[src/rtl/sbmd_pkg.sv]
// Shared types and constants for the signed Booth multiply / restoring divide ALU.
// No dependencies.
`default_nettype none
package sbmd_pkg;

    localparam int WIDTH_DEF = 16;

    typedef enum logic [1:0] {
        OP_ADD = 2'd0,
        OP_SUB = 2'd1,
        OP_MUL = 2'd2,
        OP_DIV = 2'd3
    } t_op;

    typedef enum logic [1:0] {
        ST_OK      = 2'd0,
        ST_DIV_ZERO = 2'd1,
        ST_DIV_OVF = 2'd2
    } t_status;

    // control that rides along with each beat through the chain
    typedef struct packed {
        logic    valid;
        t_op     op;
        logic    neg_q;
        logic    neg_r;
        logic    ovf;
        t_status status;
    } t_ctrl;

endpackage
`default_nettype wire

[src/rtl/sbmd_prep.sv]
// Entry stage: add/sub result, Booth and divider operand setup.
// Depends on sbmd_pkg.
`default_nettype none
module sbmd_prep
    import sbmd_pkg::*;
#(
    parameter int WIDTH = WIDTH_DEF
) (
    input  wire logic                    i_clk,
    input  wire logic                    i_rst_n,
    input  wire logic                    i_en,
    input  wire logic                    i_valid,
    input  wire logic [1:0]              i_operation,
    input  wire logic [WIDTH-1:0]        i_a,
    input  wire logic [WIDTH-1:0]        i_b,
    output t_ctrl                        o_ctrl,
    output logic      [WIDTH:0]          o_hi,
    output logic      [WIDTH-1:0]        o_lo,
    output logic      [WIDTH-1:0]        o_m,
    output logic                         o_qm1
);

    t_ctrl            r_ctrl, n_ctrl;
    logic [WIDTH:0]   r_hi, n_hi;
    logic [WIDTH-1:0] r_lo, n_lo, r_m, n_m;
    logic [WIDTH-1:0] sum, negb, abs_a, abs_b;
    logic             sa, sb;

    always_comb begin
        sa     = i_a[WIDTH-1];
        sb     = i_b[WIDTH-1];
        negb   = ~i_b + {{(WIDTH-1){1'b0}}, 1'b1};
        abs_a  = sa ? (~i_a + {{(WIDTH-1){1'b0}}, 1'b1}) : i_a;
        abs_b  = sb ? negb : i_b;
        sum    = '0;
        n_ctrl = '0;
        n_ctrl.valid = i_valid;
        n_ctrl.op    = t_op'(i_operation);
        n_hi   = '0;
        n_lo   = '0;
        n_m    = '0;
        unique case (t_op'(i_operation))
            OP_ADD: begin
                sum  = i_a + i_b;
                n_lo = sum;
                n_ctrl.ovf = (sa == sb) && (sum[WIDTH-1] != sa);
            end
            OP_SUB: begin
                sum  = i_a + negb;
                n_lo = sum;
                n_ctrl.ovf = (sa != sb) && (sum[WIDTH-1] != sa);
            end
            OP_MUL: begin
                n_lo = i_b;
                n_m  = i_a;
            end
            OP_DIV: begin
                n_lo = abs_a;
                n_m  = abs_b;
                n_ctrl.neg_q = sa ^ sb;
                n_ctrl.neg_r = sa;
                if (i_b == '0) begin
                    n_ctrl.status = ST_DIV_ZERO;
                end else if (i_a == {1'b1, {(WIDTH-1){1'b0}}} && i_b == '1) begin
                    n_ctrl.status = ST_DIV_OVF;
                end
            end
            default: ;
        endcase
    end

    always_ff @(posedge i_clk) begin
        if (!i_rst_n) begin
            r_ctrl <= '0;
        end else if (i_en) begin
            r_ctrl <= n_ctrl;
        end
    end

    always_ff @(posedge i_clk) begin
        if (i_en) begin
            r_hi <= n_hi;
            r_lo <= n_lo;
            r_m  <= n_m;
        end
    end

    assign o_ctrl = r_ctrl;
    assign o_hi   = r_hi;
    assign o_lo   = r_lo;
    assign o_m    = r_m;
    assign o_qm1  = 1'b0;

endmodule
`default_nettype wire

[src/rtl/sbmd_cell.sv]
// One step cell: a Booth recode/shift step or a restoring division step.
// Depends on sbmd_pkg.
`default_nettype none
module sbmd_cell
    import sbmd_pkg::*;
#(
    parameter int WIDTH = WIDTH_DEF
) (
    input  wire logic            i_clk,
    input  wire logic            i_rst_n,
    input  wire logic            i_en,
    input  wire t_ctrl           i_ctrl,
    input  wire logic [WIDTH:0]  i_hi,
    input  wire logic [WIDTH-1:0] i_lo,
    input  wire logic [WIDTH-1:0] i_m,
    input  wire logic            i_qm1,
    output t_ctrl                o_ctrl,
    output logic      [WIDTH:0]  o_hi,
    output logic      [WIDTH-1:0] o_lo,
    output logic      [WIDTH-1:0] o_m,
    output logic                 o_qm1
);

    t_ctrl            r_ctrl;
    logic [WIDTH:0]   r_hi, n_hi, acc, mx, rs, diff;
    logic [WIDTH-1:0] r_lo, n_lo, r_m;
    logic             r_qm1, n_qm1;

    always_comb begin
        mx    = {i_m[WIDTH-1], i_m};
        acc   = i_hi;
        rs    = {i_hi[WIDTH-1:0], i_lo[WIDTH-1]};
        diff  = rs - {1'b0, i_m};
        n_hi  = i_hi;
        n_lo  = i_lo;
        n_qm1 = i_qm1;
        unique case (i_ctrl.op)
            OP_MUL: begin
                unique case ({i_lo[0], i_qm1})
                    2'b01:   acc = i_hi + mx;
                    2'b10:   acc = i_hi - mx;
                    default: acc = i_hi;
                endcase
                n_hi  = {acc[WIDTH], acc[WIDTH:1]};
                n_lo  = {acc[0], i_lo[WIDTH-1:1]};
                n_qm1 = i_lo[0];
            end
            OP_DIV: begin
                if (!diff[WIDTH]) begin
                    n_hi = diff;
                    n_lo = {i_lo[WIDTH-2:0], 1'b1};
                end else begin
                    n_hi = rs;
                    n_lo = {i_lo[WIDTH-2:0], 1'b0};
                end
            end
            default: ;
        endcase
    end

    always_ff @(posedge i_clk) begin
        if (!i_rst_n) begin
            r_ctrl <= '0;
        end else if (i_en) begin
            r_ctrl <= i_ctrl;
        end
    end

    always_ff @(posedge i_clk) begin
        if (i_en) begin
            r_hi  <= n_hi;
            r_lo  <= n_lo;
            r_m   <= i_m;
            r_qm1 <= n_qm1;
        end
    end

    assign o_ctrl = r_ctrl;
    assign o_hi   = r_hi;
    assign o_lo   = r_lo;
    assign o_m    = r_m;
    assign o_qm1  = r_qm1;

endmodule
`default_nettype wire

[src/rtl/signed_booth_mul_restoring_div_alu.sv]
// Structure: entry stage, WIDTH step cells and an output reg, WIDTH+2 registers in all, the
// first loaded at the accepting edge.
// Throughput: one beat per cycle; the whole chain advances together and holds while a
// finished result is stalled at the output register.
// Reset: synchronous active-low i_rst_n clears every stage's valid bit; data is not reset.
// Depends on sbmd_pkg, sbmd_prep, sbmd_cell.
`default_nettype none
module signed_booth_mul_restoring_div_alu
    import sbmd_pkg::*;
#(
    parameter int WIDTH = WIDTH_DEF
) (
    input  wire logic                    i_clk,
    input  wire logic                    i_rst_n,
    // input channel
    input  wire logic                    i_valid,
    output logic                         o_stall,
    input  wire logic        [1:0]       i_operation,
    input  wire logic signed [WIDTH-1:0] i_operand_a,
    input  wire logic signed [WIDTH-1:0] i_operand_b,
    // result channel
    output logic                         o_valid,
    input  wire logic                    i_stall,
    output logic signed [WIDTH-1:0]      o_result_low,
    output logic signed [WIDTH-1:0]      o_result_high,
    output logic                         o_overflow,
    output logic        [1:0]            o_status
);

    // chain advances whenever the output register is free or being drained
    logic advance;

    t_ctrl            w_ctrl [0:WIDTH];
    logic [WIDTH:0]   w_hi   [0:WIDTH];
    logic [WIDTH-1:0] w_lo   [0:WIDTH];
    logic [WIDTH-1:0] w_m    [0:WIDTH];
    logic             w_qm1  [0:WIDTH];

    logic             r_out_valid;
    logic [WIDTH-1:0] r_lo, n_lo, r_hi, n_hi;
    logic             r_ovf;
    t_status          r_status;
    logic [WIDTH-1:0] rem;

    assign advance = !r_out_valid || !i_stall;
    assign o_stall = !advance;

    sbmd_prep #(.WIDTH(WIDTH)) u_prep (
        .i_clk       (i_clk),
        .i_rst_n     (i_rst_n),
        .i_en        (advance),
        .i_valid     (i_valid),
        .i_operation (i_operation),
        .i_a         (i_operand_a),
        .i_b         (i_operand_b),
        .o_ctrl      (w_ctrl[0]),
        .o_hi        (w_hi[0]),
        .o_lo        (w_lo[0]),
        .o_m         (w_m[0]),
        .o_qm1       (w_qm1[0])
    );

    // one cell per Booth step / quotient bit
    for (genvar g = 0; g < WIDTH; g++) begin : g_cell
        sbmd_cell #(.WIDTH(WIDTH)) u_cell (
            .i_clk   (i_clk),
            .i_rst_n (i_rst_n),
            .i_en    (advance),
            .i_ctrl  (w_ctrl[g]),
            .i_hi    (w_hi[g]),
            .i_lo    (w_lo[g]),
            .i_m     (w_m[g]),
            .i_qm1   (w_qm1[g]),
            .o_ctrl  (w_ctrl[g+1]),
            .o_hi    (w_hi[g+1]),
            .o_lo    (w_lo[g+1]),
            .o_m     (w_m[g+1]),
            .o_qm1   (w_qm1[g+1])
        );
    end

    // final sign fix-up and result selection
    always_comb begin
        rem  = w_hi[WIDTH][WIDTH-1:0];
        n_lo = w_lo[WIDTH];
        n_hi = '0;
        unique case (w_ctrl[WIDTH].op)
            OP_MUL: begin
                n_hi = rem;
            end
            OP_DIV: begin
                if (w_ctrl[WIDTH].status != ST_OK) begin
                    n_lo = '0;
                end else begin
                    n_lo = w_ctrl[WIDTH].neg_q ? (~w_lo[WIDTH] + {{(WIDTH-1){1'b0}}, 1'b1})
                                               : w_lo[WIDTH];
                    n_hi = w_ctrl[WIDTH].neg_r ? (~rem + {{(WIDTH-1){1'b0}}, 1'b1}) : rem;
                end
            end
            default: ;
        endcase
    end

    always_ff @(posedge i_clk) begin
        if (!i_rst_n) begin
            r_out_valid <= 1'b0;
        end else if (advance) begin
            r_out_valid <= w_ctrl[WIDTH].valid;
        end
    end

    always_ff @(posedge i_clk) begin
        if (advance) begin
            r_lo     <= n_lo;
            r_hi     <= n_hi;
            r_ovf    <= w_ctrl[WIDTH].ovf;
            r_status <= w_ctrl[WIDTH].status;
        end
    end

    assign o_valid       = r_out_valid;
    assign o_result_low  = r_lo;
    assign o_result_high = r_hi;
    assign o_overflow    = r_ovf;
    assign o_status      = r_status;

    // error status beats carry zero results
    a_err_zero: assert property (@(posedge i_clk) disable iff (!i_rst_n)
        (o_valid && o_status != ST_OK) |-> (o_result_low == '0 && o_result_high == '0))
        else $error("error beat with nonzero result");

    // overflow only comes from add/sub, which never set status or the high half
    a_ovf_addsub: assert property (@(posedge i_clk) disable iff (!i_rst_n)
        (o_valid && o_overflow) |-> (o_status == ST_OK && o_result_high == '0))
        else $error("overflow on a non add/sub beat");

    // input is held off only when a finished result is waiting
    a_stall_cause: assert property (@(posedge i_clk) disable iff (!i_rst_n)
        o_stall |-> (r_out_valid && i_stall))
        else $error("input stalled without a waiting result");

    // a stalled result stays put
    a_hold: assert property (@(posedge i_clk) disable iff (!i_rst_n)
        (o_valid && i_stall) |=> (o_valid && $stable(o_result_low) && $stable(o_result_high)))
        else $error("stalled result changed");

endmodule
`default_nettype wire
[config.mk]
export PLATFORM = sky130hd
export DESIGN_NAME = signed_booth_mul_restoring_div_alu
export DESIGN_NICKNAME = d
export VERILOG_FILES = /design/src/rtl/sbmd_pkg.sv /design/src/rtl/sbmd_prep.sv /design/src/rtl/sbmd_cell.sv /design/src/rtl/signed_booth_mul_restoring_div_alu.sv
export SDC_FILE = /design/constraint.sdc
export NUM_CORES = 2
export LEC_CHECK = 0
export ABC_CLOCK_PERIOD_IN_PS = 38100
export BUFFER_PORTS_ARGS = -buffer_cell sky130_fd_sc_hd__buf_2
export CAP_MARGIN = 10
export CORE_ASPECT_RATIO = 1.25
export CORE_MARGIN = 2
export CORE_UTILIZATION = 50
export CTS_BUF_LIST = sky130_fd_sc_hd__clkbuf_8 sky130_fd_sc_hd__clkbuf_16
export DETAILED_ROUTE_END_ITERATION = 8
export PLACE_DENSITY = 0.62
export RECOVER_POWER = 100
export SYNTH_ARGS = -nofsm -noshare
export SYNTH_HDL_FRONTEND = slang
export SYNTH_SLANG_ARGS = --single-unit
[constraint.sdc]
create_clock -name i_clk -period 38.1 [get_ports i_clk]
set_input_delay 5.715 -clock i_clk [delete_from_list [all_inputs] [get_ports i_clk]]
set_output_delay 5.715 -clock i_clk [all_outputs]
set_load 0.02 [all_outputs]
==> flow_summary.toml <==
[run_status]
outcome = "complete, but fails checks"
failed_checks = "capacitance limit, slew limit"

[logic_synthesis]
synth.distinct_cells = 94
seq_area_frac_synth = 0.3746
async_reset_ff_frac = 0
synth_edf_count = 849
synthCells = 8207
synth_warnings = 0
yosys_most_used_dff = "edfxtp_1"
syn_nets = 8839
synthTopCellsByArea = "edfxtp_1 (34%), ha_1 (9.3%), xnor2_1 (5.2%), a21oi_1 (4.8%), mux2i_1 (4.7%)"
synth_area_sq_mm = 0.07537
syn_avg_cell_area_sq_um = 9.184
yosysTopAreaCell = "edfxtp_1"
ys_seq_elements = 986
yosys.area.top_type_share = 0.3382

[global_routing]
grt.total_usage = 0.2392
antenna_found_initial = 2
grt_pass1_vias = 58277
grt_first_pass_wirelength_um = 302000
grt_max_degree = 197
grt-ovfl-total = 0

[cts]
cts-hold-fix-buffers = 0
post_cts_resized = 0
cts_made_buffers = 103
post_cts_buffers = 0
cts_buffer_depth = 3
worstSkewPairLatency_ns = 0.73
cts_tree = "yes"
ctsRootBufferMaster = "clkbuf_16"
htree_levels = 3
path_clk_slew_ns = 0.07
cts.sinks = 986

[sta]
setup_viol = 0
tightest_slew_ns = 9.734
clock_skew_ns = 0.03965
tns_ns = 0
relSlewSlack = -5.490
fmax_mhz = 43.85
hold_violations = 0
post-route-period-util = 0.5986
slew_viol_final = 1810
fin_crit_ns = 22.81
rsz0062_at_grt = "no"

[critical_path]
startpoint_type = "input port"
critPathArrivalTime_ns = 22.81
worstPathMaxFanout = 196
endpoint_kind = "flop"
critical_path_required_ns = 38.10
crit_path_cell_trace = "buf_2, nand2_1, clkbuf_1, clkbuf_1, clkbuf_1, clkbuf_1"
critical_path_class = "input port to flop"
critical_path.slowest_cell = "clkbuf_1"
max_stage_delay_ns = 6.98
cpMostUsedCell = "clkbuf_1"

[drt]
vias_per_cell = 5.924
ant_nets = 0
dr.pass1.iters = 9
routed_wl_um = 188200
drtIter0Drc = 4163
drc = 0
vias = 60429
routedWlPerCell_um = 18.45

[floorplan]
core_sq_mm = 0.1500
io_pins = 75
die_h_um = 438.1
start_util = 0.5025
die_w_um = 351.3
row_count = 159
fp.dieArea_sq_mm = 0.1539

[layout]
utilization = 0.5379
area_growth_pct = 7.045
multiInputGateArea_sq_mm = 0.04385
nFillCells = 13784
drive_above_1_share = 0.04347
fin_nets = 8735
antenna_cells = 0
final_common_cell = "edfxtp_1"
layout_common_cells = "edfxtp_1 (849), nor2_1 (743), nand2_1 (738), a21oi_1 (729), ha_1 (562)"
regArea_sq_mm = 0.02825

[flow_run]
drv_cap = 28

[placed_design]
io_buffer_count = 74
hpwl_um = 142800
place_congestion = 0.9098

[power]
leakagePower_uw = 0.03159
seq_power_share = 0.355
intPower_uw = 2716
ir_worst_vdd_mv = 0.03782
p_sw_frac = 0.3697
power-per-cell-area_mw_per_mm2 = 53.41
p_sw_uw = 1593
p_comb_frac = 0.403
clkPwrFrac = 0.242

[hold_path]
hp-class = "flop to flop"
## cells by family (layout without fill, tap and decap cells)
logic type / count (synthesis) / after routing / share of synthesized area
xor gates and xnor gates: 624 / 624 / 0.07251
muxes: 438 / 438 / 0.06140
DFF: 986 / 986 / 0.3746
buffers and inverters: 848 / 830 / 0.04324
AOI/OAI and AO/OA: 2332 / 2332 / 0.2008
adders and majority gates: 594 / 594 / 0.1018
and+or+nand+nor: 2385 / 2385 / 0.1456
## synth_stat cells, types with 144 or more instances
| library cell | instances |
|---|---|
| a21boi_0 | 147 |
| a21oi_1 | 729 |
| clkbuf_1 | 267 |
| edfxtp_1 | 849 |
| ha_1 | 562 |
| inv_1 | 502 |
| mux2i_1 | 354 |
| nand2_1 | 738 |
| nand3_1 | 144 |
| nor2_1 | 743 |
| nor3_1 | 202 |
| o21ai_0 | 432 |
| xnor2_1 | 447 |
| xor2_1 | 177 |
## sequential cells by signal, summed over array words and instances, names as in the netlist
name                  flops
g_cell.u_cell.o_ctrl    128
g_cell.u_cell.o_hi      271
g_cell.u_cell.o_lo      256
g_cell.u_cell.o_m       240
g_cell.u_cell.o_qm1      15
o_overflow                1
o_result_high            16
o_result_low             16
o_status                  2
o_valid                   1
u_prep.o_ctrl             8
u_prep.o_lo              16
u_prep.o_m               16
## cell type report
class,instances,share of cell area
clock buffer,116,0.03444
timing repair buffer,127,0.007521
sequential,986,0.3501
tap,2012,0.03120
inverter,512,0.02384
multi-input combinational,6373,0.5435
clock inverter,75,0.009398
## through the flow
step | worst slack [ns] | cell area [sq um] | total power [uW] | instances | hold slack [ns]
finish | 15.29 | 80680 | 4309 | 10201 | 0.4396
global route | 13.04 | 80680 | 4613 | 10201 | 0.4763
global placement | 25.30 | 77380 | 3244 | 10010 | 0.4264
floorplan | 7.688 | 75370 | 2871 | 8207 | 0.4081
detailed placement | 25.25 | 77380 | 3271 | 10010 | 0.4288
CTS | 25.25 | 80920 | 4337 | 10201 | 0.4452
## worst max-delay path: cells and delay by family
| kind | cells | cell delay, ns |
|---|---|---|
| buf+inv | 5 | 14.97 |
| simple gates | 1 | 1.78 |
## final timing paths
kind                                                          startpoint                                  end  slack, ns  cells after the start
worst max-delay path                                             i_stall  g_cell[10].u_cell.o_hi[8]$_DFFE_PN_      15.29                      6
worst min-delay path            g_cell[15].u_cell.o_ctrl[2]$_SDFFE_PN0N_                 o_overflow$_DFFE_PN_       0.44                      0
worst max register to register                      o_valid$_SDFFE_PN0N_  g_cell[10].u_cell.o_hi[8]$_DFFE_PN_      19.97                      5
worst min register to register  g_cell[15].u_cell.o_ctrl[2]$_SDFFE_PN0N_                 o_overflow$_DFFE_PN_       0.44                      0
## layer usage
layer | vias to the layer above | track usage | routed length, um
met3 | 413 | 0.02204 | 6193
met5 | - | 0 | 20
met1 | 28692 | 0.2817 | 76540
li1 | 30062 | - | -
met4 | 4 | 0.09505 | 6728
met2 | 1258 | 0.4435 | 98690
## power by group through the flow
| stage | registers, uW | logic, uW | clock network (uW) |
|---|---|---|---|
| 6_report | 1530 | 1740 | 1040 |
| 3_5_place_dp | 1550 | 1720 | 0 |
| 2_1_floorplan | 1470 | 1400 | 0 |
| 3_3_place_gp | 1550 | 1690 | 0 |
| 4_1_cts | 1530 | 1730 | 1070 |
| 5_1_grt | 1550 | 1950 | 1110 |
Power figures use the tool's default switching activity.
